[config.mk]
export PLATFORM = sky130hd
export DESIGN_NAME = cau_cell
export DESIGN_NICKNAME = d
export VERILOG_FILES = /design/src/cau_pkg.sv /design/src/cau_cell.sv
export SDC_FILE = /design/constraint.sdc
export NUM_CORES = 1
export LEC_CHECK = 0
export BUFFER_PORTS_ARGS = -buffer_cell sky130_fd_sc_hd__buf_2
export CORE_AREA = 2 2 457 459
export DETAILED_ROUTE_END_ITERATION = 8
export DIE_AREA = 0 0 459 461
export RECOVER_POWER = 25
export SYNTH_ARGS = -nofsm -noshare
export SYNTH_HDL_FRONTEND = slang
export SYNTH_SLANG_ARGS = --single-unit
[constraint.sdc]
create_clock -name i_clk -period 18.1 [get_ports i_clk]
set_input_delay 2.715 -clock i_clk [delete_from_list [all_inputs] [get_ports i_clk]]
set_output_delay 2.715 -clock i_clk [all_outputs]
set_load 0.005 [all_outputs]
[src/cau_pkg.sv]
package cau_pkg;

    // Word format of every operand and result part.
    localparam int WORD_BITS = 32;
    localparam int FRAC_BITS = 16;

    // Derived widths of the internal datapath.
    localparam int SUM1_BITS   = WORD_BITS + 1;
    localparam int PROD_BITS   = 2 * WORD_BITS;
    localparam int MAG_BITS    = PROD_BITS + 1;
    localparam int NUM_BITS    = MAG_BITS + FRAC_BITS;
    localparam int HI_BITS     = NUM_BITS - WORD_BITS;
    localparam int SQ_REM_BITS = WORD_BITS + 2;
    localparam int STEPS       = WORD_BITS;

    typedef enum logic [2:0] {
        FN_ADD   = 3'd0,
        FN_SUB   = 3'd1,
        FN_MUL   = 3'd2,
        FN_DIV   = 3'd3,
        FN_CONJ  = 3'd4,
        FN_NEG   = 3'd5,
        FN_MAGSQ = 3'd6,
        FN_MAG   = 3'd7
    } t_func;

    typedef logic signed [WORD_BITS-1:0] t_word;

    typedef struct packed {
        t_func func;
        t_word a_re;
        t_word a_im;
        t_word b_re;
        t_word b_im;
    } t_in;

    typedef struct packed {
        t_word r_re;
        t_word r_im;
        logic  overflow;
        logic  div_zero;
    } t_out;

    // Everything one transaction carries along the row of step cells.
    typedef struct packed {
        logic                   valid;
        t_func                  func;
        logic                   neg_re;
        logic                   neg_im;
        logic [MAG_BITS-1:0]    pre_re;
        logic [MAG_BITS-1:0]    pre_im;
        logic                   ovf_re;
        logic                   ovf_im;
        logic                   dz;
        logic [PROD_BITS-1:0]   den;
        logic [PROD_BITS-1:0]   rem_re;
        logic [PROD_BITS-1:0]   rem_im;
        logic [WORD_BITS-1:0]   low_re;
        logic [WORD_BITS-1:0]   low_im;
        logic [WORD_BITS-1:0]   q_re;
        logic [WORD_BITS-1:0]   q_im;
        logic [PROD_BITS-1:0]   sq_x;
        logic [SQ_REM_BITS-1:0] sq_rem;
        logic [WORD_BITS-1:0]   sq_root;
    } t_cell;

endpackage

[src/cau_cell.sv]
module cau_cell (
    input  logic           i_clk,
    input  logic           i_rst_n,
    input  logic           i_adv,
    input  cau_pkg::t_cell i_d,
    output cau_pkg::t_cell o_q
);

    cau_pkg::t_cell                     r_q, n_q;
    logic [cau_pkg::PROD_BITS:0]        den_x, t_re, t_im;
    logic [cau_pkg::SQ_REM_BITS+1:0]    s_rem, s_trial;
    logic                               bit_re, bit_im, bit_sq;

    // One restoring division step on each lane and one square root step.
    always_comb begin
        n_q     = i_d;
        den_x   = {1'b0, i_d.den};
        t_re    = {i_d.rem_re, i_d.low_re[cau_pkg::WORD_BITS-1]};
        t_im    = {i_d.rem_im, i_d.low_im[cau_pkg::WORD_BITS-1]};
        bit_re  = t_re >= den_x;
        bit_im  = t_im >= den_x;
        n_q.rem_re = bit_re ? cau_pkg::PROD_BITS'(t_re - den_x) : t_re[cau_pkg::PROD_BITS-1:0];
        n_q.rem_im = bit_im ? cau_pkg::PROD_BITS'(t_im - den_x) : t_im[cau_pkg::PROD_BITS-1:0];
        n_q.q_re   = {i_d.q_re[cau_pkg::WORD_BITS-2:0], bit_re};
        n_q.q_im   = {i_d.q_im[cau_pkg::WORD_BITS-2:0], bit_im};
        n_q.low_re = {i_d.low_re[cau_pkg::WORD_BITS-2:0], 1'b0};
        n_q.low_im = {i_d.low_im[cau_pkg::WORD_BITS-2:0], 1'b0};

        s_rem   = {i_d.sq_rem, i_d.sq_x[cau_pkg::PROD_BITS-1:cau_pkg::PROD_BITS-2]};
        s_trial = (cau_pkg::SQ_REM_BITS+2)'({i_d.sq_root, 2'b01});
        bit_sq  = s_rem >= s_trial;
        n_q.sq_rem  = bit_sq ? cau_pkg::SQ_REM_BITS'(s_rem - s_trial)
                             : cau_pkg::SQ_REM_BITS'(s_rem);
        n_q.sq_root = {i_d.sq_root[cau_pkg::WORD_BITS-2:0], bit_sq};
        n_q.sq_x    = {i_d.sq_x[cau_pkg::PROD_BITS-3:0], 2'b00};
    end

    always_ff @(posedge i_clk) begin
        if (!i_rst_n) begin
            r_q.valid <= 1'b0;
        end else if (i_adv) begin
            r_q <= n_q;
        end
    end

    assign o_q = r_q;

endmodule

==> key figures <==
Global routing
  • Antenna violations before repair: 131
  • Global-route wire length before repair: 229,300 um
  • GRT overflow: 0
  • Largest net degree at the start of global routing: 128
  • Tot GR Track Use: 0.1627
  • Vias in the first global route: 24,590

Setup path
  • Worst Path Buf+Inv: 5
  • Worst Setup End Kind: register
  • CP Launch Type: input port
  • Worst EP arrival: 7.78 ns
  • Critical Path Most Common Cell: buf_4
  • Critical path, cell by cell: clkbuf_1, and2_0, buf_4, buf_12, buf_4, buf_4
  • Reg-to-reg slack, setup: 17.51 ns
  • Cell family with most CP delay: buffers and inverters
  • Worst path required time: 18.42 ns
  • Crit path kind: in2reg
  • CP peak stage delay: 1.83 ns
  • CP Max Fanout: 86
  • CP max stage cell: and2_0

Yosys
  • Seq cells post-synth: 585
  • Syn Area/Cell: 12.17 um^2
  • Synth cell types: 88
  • Async S/R FF share, synth: 0
  • Synth Instances: 2,392
  • Seq/Total Area, Yosys: 0.6029
  • Mapped cell area: 0.02912 mm^2
  • Number of synthesized flops with an enable pin: 584
  • Top FF cell, synth: edfxtp_1
  • YS warnings: 0

Clocking
  • CTS root buf: clkbuf_16
  • Number of hold buffers added after cts: 0
  • CTS Buf Count: 78
  • H-tree depth: 3
  • Clock Latency Late Sink: 0.69 ns
  • Clock transition at the registers of the reported paths: 0.07 ns
  • Setup bufs post-CTS: 0
  • CTS tree: yes
  • Maximum buffer depth of the clock tree: 3
  • # clock sinks: 585
  • Post-cts resize count: 0

Timing
  • Final Hold Fails: 0
  • Period utilisation layout: 0.4121
  • Unrepaired setup endpoints after global routing: no
  • Max frequency: 0.1341 GHz
  • Setup TNS: 0 ns
  • Post-layout min period: 7.459 ns
  • Fin Clk Skew: 0 ns
  • Rel. slew slack: -0.6645
  • Worst-margin pin slew: 2.495 ns
  • Final setup fails: 0
  • Slew Limit Fails: 37

Place
  • GPL Wtd Cong: 0.9131
  • Port buffer count: 1,174
  • Placement Cell Area: 0.03819 mm^2
  • Detail Placement HPWL: 156,200 um

Drt
  • Vias: 25,634
  • TritonRoute pass-1 iters: 6
  • Residual DRC: 0
  • Via density: 4.009
  • Routed Antenna Nets: 0
  • Avg WL per Cell: 28.35 um
  • Initial DRC count: 2,275
  • Final wirelength: 181,300 um

Die
  • CORE AREA: 0.2064 mm^2
  • Number of I/O pins: 1,181
  • Row cnt: 167
  • Die X: 459 um
  • Die H: 461 um
  • Initial Util: 0.1411
  • Die area: 0.2116 mm^2

Power
  • P_leak: 16.63 nW
  • VDD IR max: 0.06853 mV
  • Power per cell area: 101.5 mW/mm^2

Final layout
  • Ratio of cells with drive above 1 in the final layout: 0.3496
  • Max reg flops: 585
  • Area Growth Syn to Fin: 40.40%
  • Filler instances: 22,744
  • Post-route cell area: 0.04088 mm^2
  • Nets: 4,345

Run status
  • Failing checks: max-capacitance violations, max-slew violations
  • Status: finished with violations

Hold path
  • Worst hold-check path type: reg2reg

Flow run
  • Max-cap violations: 1
tightest hold or removal path, cell delays in order (launching register included):
cell and delay, ns:
dfxtp_1 0.32, mux2i_1 0.12, nor2b_1 0.05
cells in the final DEF, fill, tap and decap left out, types with 61 or more instances in the layout:
master	n
edfxtp_1	584
o21ai_0	185
clkbuf_16	79
nor2_1	122
clkbuf_1	109
xor2_1	61
a21oi_1	221
nand2_1	209
ha_1	162
buf_2	1069
xnor2_1	89
inv_1	143
a21o_1	105
cell usage after synthesis, drive strengths merged (16+ instances only):
cell	count	area share
nor2b	18	0.0042
clkbuf	41	0.0053
nand4	42	0.0090
ha	162	0.070
nor2	123	0.016
a31oi	22	0.0058
edfxtp	584	0.60
a21o	105	0.027
nand2b	17	0.0037
buf	49	0.011
xnor2	89	0.027
a21oi	222	0.038
o21a	19	0.0049
mux2	25	0.0098
o21bai	36	0.0093
nand3	43	0.0076
nand2	209	0.027
nor3	16	0.0029
xor2	61	0.018
o21ai	199	0.034
inv	143	0.018
logic make-up (layout without fill, tap and decap cells):
| logic type | after synthesis | after routing | synth area share |
|---|---|---|---|
| buffers and inverters | 233 | 1491 | 0.03515 |
| DFF | 585 | 585 | 0.6029 |
| xor gates and xnor gates | 150 | 150 | 0.04511 |
| and+or+nand+nor | 535 | 535 | 0.08649 |
| AOI/OAI and AO/OA | 696 | 696 | 0.1484 |
| other | 1 | 41 | 0.0001288 |
| muxes | 28 | 28 | 0.01083 |
| adders and majority gates | 164 | 164 | 0.07098 |
per-stage QoR:
stage	worst slack, ns	instances	power, mW	hold WS, ns	utilization
floorplan	1.266	2395	2.105	0.5073	-
global route	10.30	6376	4.326	0.5726	0.1978
finish	10.64	6394	4.150	0.5343	0.1980
detailed placement	9.932	6213	2.523	0.5289	0.1850
CTS	10.75	6357	4.235	0.5389	0.1982
global placement	9.981	6213	2.522	0.5112	0.1850
routing by layer:
metal,vias up,track usage,wire length [um]
met5,-,0,523
met4,82,0.06791,8524
met3,350,0.05198,15860
met2,1327,0.2967,93310
met1,12500,0.1711,63060
li1,11375,-,-
final cells by class:
| cell class | count | area [um^2] | area share |
|---|---|---|---|
| sequential | 585 | 17560 | 0.4294 |
| multi-input combinational | 1577 | 10580 | 0.2589 |
| timing repair buffer | 1204 | 5995 | 0.1466 |
| tap | 2704 | 3383 | 0.08275 |
| clock buffer | 83 | 1992 | 0.04872 |
| clock inverter | 61 | 744.5 | 0.01821 |
| inverter | 143 | 536.8 | 0.01313 |
| antenna | 37 | 92.59 | 0.002265 |
worst paths after layout:
kind,startpoint,to,cells after the start
hold reg to reg,o_q[588],o_q[588],2
hold / removal,o_q[588],o_q[588],2
setup / recovery,i_adv,o_q[240],6
setup reg to reg,o_q[588],o_q[588],2
where the power goes:
group          internal, mW  leakage [nW]  switching, mW
Clock                 0.971          1.30          0.697
Sequential             1.63          5.49         0.0369
Combinational         0.294          9.84          0.520
Total                  2.90          16.6           1.25
(Power assumes the default switching activity.)
