`src/cau_pkg.sv`:
```
package cau_pkg;

    // Word format of every operand and result part.
    localparam int WORD_BITS = 32;
    localparam int FRAC_BITS = 16;

    // Derived widths of the internal datapath.
    localparam int SUM1_BITS   = WORD_BITS + 1;
    localparam int PROD_BITS   = 2 * WORD_BITS;
    localparam int MAG_BITS    = PROD_BITS + 1;
    localparam int NUM_BITS    = MAG_BITS + FRAC_BITS;
    localparam int HI_BITS     = NUM_BITS - WORD_BITS;
    localparam int SQ_REM_BITS = WORD_BITS + 2;
    localparam int STEPS       = WORD_BITS;

    typedef enum logic [2:0] {
        FN_ADD   = 3'd0,
        FN_SUB   = 3'd1,
        FN_MUL   = 3'd2,
        FN_DIV   = 3'd3,
        FN_CONJ  = 3'd4,
        FN_NEG   = 3'd5,
        FN_MAGSQ = 3'd6,
        FN_MAG   = 3'd7
    } t_func;

    typedef logic signed [WORD_BITS-1:0] t_word;

    typedef struct packed {
        t_func func;
        t_word a_re;
        t_word a_im;
        t_word b_re;
        t_word b_im;
    } t_in;

    typedef struct packed {
        t_word r_re;
        t_word r_im;
        logic  overflow;
        logic  div_zero;
    } t_out;

    // Everything one transaction carries along the row of step cells.
    typedef struct packed {
        logic                   valid;
        t_func                  func;
        logic                   neg_re;
        logic                   neg_im;
        logic [MAG_BITS-1:0]    pre_re;
        logic [MAG_BITS-1:0]    pre_im;
        logic                   ovf_re;
        logic                   ovf_im;
        logic                   dz;
        logic [PROD_BITS-1:0]   den;
        logic [PROD_BITS-1:0]   rem_re;
        logic [PROD_BITS-1:0]   rem_im;
        logic [WORD_BITS-1:0]   low_re;
        logic [WORD_BITS-1:0]   low_im;
        logic [WORD_BITS-1:0]   q_re;
        logic [WORD_BITS-1:0]   q_im;
        logic [PROD_BITS-1:0]   sq_x;
        logic [SQ_REM_BITS-1:0] sq_rem;
        logic [WORD_BITS-1:0]   sq_root;
    } t_cell;

endpackage

```
`src/cau_back.sv`:
```
module cau_back (
    input  cau_pkg::t_cell i_c,
    output cau_pkg::t_out  o_res
);

    typedef struct packed {
        cau_pkg::t_word val;
        logic           ovf;
    } t_sat;

    t_sat sat_re, sat_im;

    // Clamps a sign and magnitude pair to the word range.
    function automatic t_sat sat_mag(input logic neg, input logic force_ovf,
                                     input logic [cau_pkg::MAG_BITS-1:0] m);
        t_sat                          s;
        logic [cau_pkg::MAG_BITS-1:0]  lim;
        logic [cau_pkg::WORD_BITS-1:0] low;
        lim = cau_pkg::MAG_BITS'(1) << (cau_pkg::WORD_BITS - 1);
        if (!neg) begin
            lim = lim - cau_pkg::MAG_BITS'(1);
        end
        low = m[cau_pkg::WORD_BITS-1:0];
        if (force_ovf || (m > lim)) begin
            s.ovf = 1'b1;
            s.val = neg ? {1'b1, {(cau_pkg::WORD_BITS-1){1'b0}}}
                        : {1'b0, {(cau_pkg::WORD_BITS-1){1'b1}}};
        end else begin
            s.ovf = 1'b0;
            s.val = neg ? cau_pkg::t_word'(-low) : cau_pkg::t_word'(low);
        end
        return s;
    endfunction

    always_comb begin
        o_res = '0;
        case (i_c.func)
            cau_pkg::FN_DIV: begin
                sat_re = sat_mag(i_c.neg_re, i_c.ovf_re, cau_pkg::MAG_BITS'(i_c.q_re));
                sat_im = sat_mag(i_c.neg_im, i_c.ovf_im, cau_pkg::MAG_BITS'(i_c.q_im));
            end
            cau_pkg::FN_MAG: begin
                sat_re = sat_mag(1'b0, 1'b0, cau_pkg::MAG_BITS'(i_c.sq_root));
                sat_im = sat_mag(1'b0, 1'b0, '0);
            end
            default: begin
                sat_re = sat_mag(i_c.neg_re, 1'b0, i_c.pre_re);
                sat_im = sat_mag(i_c.neg_im, 1'b0, i_c.pre_im);
            end
        endcase
        if (i_c.dz) begin
            o_res.div_zero = 1'b1;
        end else begin
            o_res.r_re     = sat_re.val;
            o_res.r_im     = sat_im.val;
            o_res.overflow = sat_re.ovf | sat_im.ovf;
        end
    end

endmodule

```
`config.mk`:
```
export PLATFORM = sky130hd
export DESIGN_NAME = cau_back
export DESIGN_NICKNAME = d
export VERILOG_FILES = /design/src/cau_pkg.sv /design/src/cau_back.sv
export SDC_FILE = /design/constraint.sdc
export NUM_CORES = 1
export LEC_CHECK = 0
export BUFFER_PORTS_ARGS = -buffer_cell sky130_fd_sc_hd__buf_2
export CAP_MARGIN = 10
export CORE_AREA = 8 8 246 248
export DETAILED_ROUTE_END_ITERATION = 8
export DIE_AREA = 0 0 254 256
export MAX_ROUTING_LAYER = met4
export SETUP_SLACK_MARGIN = 0.15
export SYNTH_ARGS = -nofsm -noshare
export SYNTH_HDL_FRONTEND = slang
export SYNTH_SLANG_ARGS = --single-unit
```
`constraint.sdc`:
```
create_clock -name vclk -period 6.8
set_clock_uncertainty 0.15 [all_clocks]
set_input_delay 1.36 -clock vclk [all_inputs]
set_output_delay 1.36 -clock vclk [all_outputs]
set_load 0.03 [all_outputs]
```
==> run metrics, run 1 <==
hold buffers post-CTS=0; Rel. slew slack=37.17%; vias in the first global route=10330; total number of sequential cells=0; Worst Hold Class=in2out; Hold Path Sink=o_res[34]; Mapped Cells=1214; Seq pwr share=0%; post-route setup TNS=0 ns; hpwl dp=37920 um; io pins=655; Avg Cell Area, Syn=6.515 sq um; combinational power share=100.0%; Clk pwr share=0%; required time of the critical path=5.29 ns; Vert. Die Dim=256 um; initial antenna violation count=13; leakage=4.307 nW; RSZ-0062 raised after global routing=no; Port Buf Inserts=300; Reg area=0 sq um; max-slew violation count=0; DRC Markers=0; Fin. Hold Viols=0; GRT overflow=0; # Post-CTS Setup Buffers=0; hold depth=4; Chip Width=254 um; outcome=completed; yosys warns=0; Sw Ratio=63.94%; Pwr Density=61.52 nW/um^2; gr usage total=13.17%; hold wc startpoint=i_c[0]; endpoints failing setup=0; Routed WL=45140 um; crit path launch type=input pin; first-pass GRT wire length=65210 um; met3 Use GR=2.406%; most crowded layer after global routing=met2; ANT nets after route=0; wire per inst=19.87 um; Critical Path End Type=output port; Core Footprint=56810 sq um; Die ar.=65020 sq um; GR Util met1=17.30%; met2 Use GR=20.95%; P_int=0.2406 mW; FMAX=153.0 MHz; Post-Route Utilization=19.09%; critical path class=in2out; distinct cell type count after synthesis=73; WP data arrival=5.03 ns; fraction of layout cells with a size suffix above 1=26.94%; synthesis-to-layout area growth=37.16%; ratio of final minimum period to clock period=96.11%; Cell Area, Synth=7909 sq um; Worst Max-Slew Pin Slew=0.9339 ns; Initial Util=13.92%; largest net degree at the start of global routing=78; initial drt markers=1096; Max rail drop VDD=0.00004895 V; sequential share of the synthesized area=0%; Psw=0.4267 mW; max-cap viol count=0; Vias/cell=4.975; Layout Nets=2219; crit path time final=6.535 ns; Syn Nets=1935; drt first pass iters=5; crit path max fanout=25; clk_buf instances=0; Rows=88; routability cong.=0.9813; DR vias=11300
## cell usage after synthesis (17+ instances only)
cell type / number / area share (%)
a21oi_1: 110 / 7.0
o21ai_0: 65 / 4.1
or3_1: 25 / 2.0
inv_1: 25 / 1.2
a21o_1: 23 / 2.2
a211oi_1: 31 / 2.9
nand4_1: 30 / 2.4
clkbuf_1: 64 / 3.0
a221oi_1: 27 / 3.0
or4_1: 25 / 2.4
nor3_1: 80 / 5.1
nand3_1: 40 / 2.5
nand2_1: 91 / 4.3
nor2_1: 135 / 6.4
o22a_1: 17 / 1.9
o22ai_1: 31 / 2.5
nor4_1: 49 / 3.9
ha_1: 132 / 21
## worst max-delay path, stage by stage
cell and delay, ns:
buf_4 0.14, buf_12 0.16, ha_1 0.32, nand4_1 0.18
or4_4 0.59, or4_1 0.51, a21o_2 0.27, o31a_1 0.17
a21o_2 0.29, or4_1 0.59, a21oi_4 0.20, buf_4 0.22
## timing repair
action / CTS / global route
hold endpoints to repair: 0 / 0
endpoints found under the setup margin: 1 / 21
gates resized for setup: 1 / 8
pin swaps: 0 / 0
## power groups by stage
stage	clock [mW]	sequential (mW)	combinational, mW
2_1_floorplan	0	0	0.359
3_3_place_gp	0	0	0.653
3_5_place_dp	0	0	0.656
4_1_cts	0	0	0.659
5_1_grt	0.000000177	0	0.728
6_report	0.000000213	0	0.667
## metal layers
metal | part of all wire, % | vias to the layer above
met5 | 0 | -
met4 | 2.6 | 0
met3 | 10 | 43
met2 | 45 | 638
met1 | 42 | 5196
li1 | - | 5427
## worst max path at each step
| stage | from | endpoint | slack (ns) |
|---|---|---|---|
| 2_1_floorplan | i_c[584] | o_res[35] | 0.14 |
| 3_3_place_gp | i_c[584] | o_res[39] | 0.13 |
| 3_5_place_dp | i_c[584] | o_res[39] | 0.13 |
| 4_1_cts | i_c[584] | o_res[42] | 0.17 |
| 5_1_grt | i_c[584] | o_res[39] | 0.16 |
| 6_report | i_c[584] | o_res[39] | 0.26 |
## logic make-up (layout without fill, tap and decap cells)
logic type	after synthesis	in the layout	synth area share [%]
muxes	18	18	2.341
and+or+nand+nor	531	531	34.20
AOI/OAI and AO/OA	419	419	35.88
adders and majority gates	132	132	20.88
xor gates and xnor gates	19	19	2.104
other	0	11	0
buffers and inverters	95	377	4.588
## area by class of cell
type	instances	area [sq um]
inverters	25	93.84
well taps	765	957.2
diodes	11	27.53
repair buffers	352	1971
fillers	6566	45970
multi-input cells	1119	7799
## per-stage QoR
step	setup slack (ns)	cell area [sq um]	hold WS [ns]	instances	total power [mW]
6_report	0.2648	10850	2.997	2272	0.6674
5_1_grt	0.1583	10840	3.031	2270	0.7277
4_1_cts	0.1743	10790	3.001	2261	0.6594
3_5_place_dp	0.1277	10790	3.000	2261	0.6563
3_3_place_gp	0.1275	10790	3.001	2261	0.6534
2_1_floorplan	0.1370	8125	2.702	1214	0.3588
## placed cells by master, fill, tap and decap left out, types with 6 or more instances in the layout
master / Yosys / routed
a211oi_1: 31 / 28
a21o_1: 23 / 22
a21oi_1: 110 / 108
a221oi_1: 27 / 26
and3_1: 7 / 7
buf_2: 2 / 295
buf_4: 1 / 50
diode_2: 0 / 11
ha_1: 132 / 132
inv_1: 25 / 25
mux2i_1: 14 / 14
nand2_1: 91 / 91
nand2b_1: 13 / 13
nand3_1: 40 / 39
nand4_1: 30 / 30
nor2_1: 135 / 135
nor3_1: 80 / 71
nor3_2: 0 / 6
nor4_1: 49 / 41
o211ai_1: 14 / 14
o21a_1: 10 / 10
o21ai_0: 65 / 65
o221ai_1: 7 / 7
o22a_1: 17 / 17
o22ai_1: 31 / 31
o31a_1: 6 / 6
o31ai_1: 13 / 13
o41ai_1: 8 / 8
or2_2: 6 / 6
or3_1: 25 / 25
or4_1: 25 / 24
xnor2_1: 9 / 9
xor2_1: 10 / 10
No activity file was read; power rests on OpenSTA's default activity.
==> inputs of run 2 (changes only) <==
--- a/config.mk
+++ b/config.mk
@@ -7,11 +7,13 @@
 export LEC_CHECK = 0
 export BUFFER_PORTS_ARGS = -buffer_cell sky130_fd_sc_hd__buf_2
 export CAP_MARGIN = 10
-export CORE_AREA = 8 8 246 248
+export CORE_AREA = 8 8 249 251
 export DETAILED_ROUTE_END_ITERATION = 8
-export DIE_AREA = 0 0 254 256
+export DIE_AREA = 0 0 257 259
 export MAX_ROUTING_LAYER = met4
+export RECOVER_POWER = 100
 export SETUP_SLACK_MARGIN = 0.15
+export SKIP_LAST_GASP = 1
 export SYNTH_ARGS = -nofsm -noshare
 export SYNTH_HDL_FRONTEND = slang
 export SYNTH_SLANG_ARGS = --single-unit
==> run metrics, run 2 (same netlist as run 1, synthesis figures left out) <==
Post-Route Utilization=18.57% (was 19.09%); critical path class=in2out (unchanged); max-slew violation count=0 (unchanged); Worst Max-Slew Pin Slew=1.357 ns (was 0.9339 ns); Initial Util=13.58% (was 13.92%); crit path launch type=input pin (unchanged); drt first pass iters=5 (unchanged); Routed WL=45070 um (was 45140 um); initial antenna violation count=13 (unchanged); first-pass GRT wire length=64810 um (was 65210 um); required time of the critical path=5.29 ns (about the same); GRT overflow=0 (unchanged); Pwr Density=61.26 nW/um^2 (was 61.52 nW/um^2); Layout Nets=2223 (was 2219); Seq pwr share=0% (about the same); CP max stage delay=0.56 ns (was 0.59 ns); Filler Cell Count=6784 (was 6566); FMAX=152.3 MHz (was 153.0 MHz); fin area=10810 sq um (was 10850 sq um); Critical Path End Type=output port (unchanged); ANT nets after route=0 (unchanged); endpoints failing setup=0 (unchanged); Sw Ratio=64.47% (was 63.94%); io pins=655 (unchanged); Crit path buffers/inverters=3 (unchanged); Die ar.=66560 sq um (was 65020 sq um); Chip Width=257 um (was 254 um); Port Buf Inserts=300 (unchanged); max-cap viol count=0 (unchanged); leakage=4.200 nW (was 4.307 nW); most frequent cells in the layout=250 x buf_2, 135 x nor2_1, 132 x ha_1 (was 295 x buf_2, 135 x nor2_1, 132 x ha_1); Max rail drop VDD=0.00005179 V (was 0.00004895 V); crit path max fanout=35 (was 25); # Post-CTS Setup Buffers=0 (unchanged); hpwl dp=37990 um (was 37920 um); total number of sequential cells=0 (unchanged); outcome=completed (unchanged); CP top delay family=simple AND/OR/NAND/NOR gates (unchanged); Rows=89 (was 88); Core Footprint=58240 sq um (was 56810 sq um); P_int=0.2353 mW (was 0.2406 mW); vias in the first global route=10280 (was 10330); RSZ-0062 raised after global routing=yes (was no); commonest non-fill, non-tap cell in the layout=buf_2 (unchanged); Reg area=0 sq um (unchanged); critical-path cell list=buf_6 > ha_1 > nand4_1 > or4_1 > or4_1 > a21o_2 > o31a_1 > a21oi_1 > clkbuf_2 > o2111ai_1 > nor3_4 > clkbuf_2 (was buf_4 > buf_12 > ha_1 > nand4_1 > or4_4 > or4_1 > a21o_2 > o31a_1 > a21o_2 > or4_1 > a21oi_4 > buf_4); WP data arrival=5.06 ns (was 5.03 ns); hold buffers post-CTS=0 (unchanged); combinational power share=100.0% (about the same); hold depth=4 (unchanged); Fin. Hold Viols=0 (unchanged); initial drt markers=942 (was 1096); crit path time final=6.566 ns (was 6.535 ns); hold slack=3.001 ns (was 2.997 ns); DRC Markers=0 (unchanged); Crit path depth=12 (unchanged); wire per inst=19.71 um (was 19.87 um); Vias/cell=4.959 (was 4.975); Psw=0.4270 mW (was 0.4267 mW); DR vias=11340 (was 11300); synthesis-to-layout area growth=36.72% (was 37.16%); Clk pwr share=0% (about the same); fraction of layout cells with a size suffix above 1=25.47% (was 26.94%); post-route setup TNS=0 ns (unchanged); Rel. slew slack=9.548% (was 37.17%); routability cong.=0.9653 (was 0.9813); Critical-path top delay cell=or4_1 (was or4_4); clk_buf instances=0 (unchanged); Vert. Die Dim=259 um (was 256 um); Worst Hold Class=in2out (unchanged); ratio of final minimum period to clock period=96.56% (was 96.11%); placed cell area=10780 sq um (was 10790 sq um); largest net degree at the start of global routing=67 (was 78); gr usage total=12.67% (was 13.17%)
-- run 2: routing by layer --
metal  GRT usage (%)  up-vias  routed length [um]
li1                -     5446                   -
met1           16.57     5309               19950
met2           19.94      527               20030
met3           2.293       60                3546
met4           3.409        0                1545
met5               -        -                   0
-- run 2: what timing repair did --
item,in CTS,in global routing
gates resized for setup,3,6
endpoints found under the setup margin,9,25
pin swaps,0,1
-- run 2: worst paths after layout --
kind / from / endpoint / slack (ns)
worst max-delay path: i_c[584] / o_res[40] / 0.23
worst min-delay path: i_c[0] / o_res[34] / 3.00
-- run 2: layout make-up --
| type | instances | area, sq um | share of cell area (%) |
|---|---|---|---|
| tap | 773 | 967.2 | 8.945 |
| antenna | 14 | 35.03 | 0.3240 |
| inverter | 25 | 93.84 | 0.8679 |
| timing repair buffer | 356 | 1916 | 17.72 |
| multi-input combinational | 1119 | 7801 | 72.15 |
-- run 2: power groups by stage --
stage                clock (mW)  sequential, mW  combinational, mW
global route        0.000000197               0              0.721
global placement              0               0              0.650
floorplan                     0               0              0.359
detailed placement            0               0              0.654
finish              0.000000147               0              0.662
CTS                           0               0              0.658
-- run 2: per-stage QoR --
| stage | power (mW) | worst slack, ns | cells |
|---|---|---|---|
| floorplan | 0.3588 | 0.1370 | 1214 |
| global placement | 0.6502 | -0.07547 | 2273 |
| detailed placement | 0.6543 | -0.08629 | 2273 |
| CTS | 0.6581 | 0.1586 | 2273 |
| global route | 0.7213 | 0.06243 | 2283 |
| finish | 0.6623 | 0.2342 | 2287 |
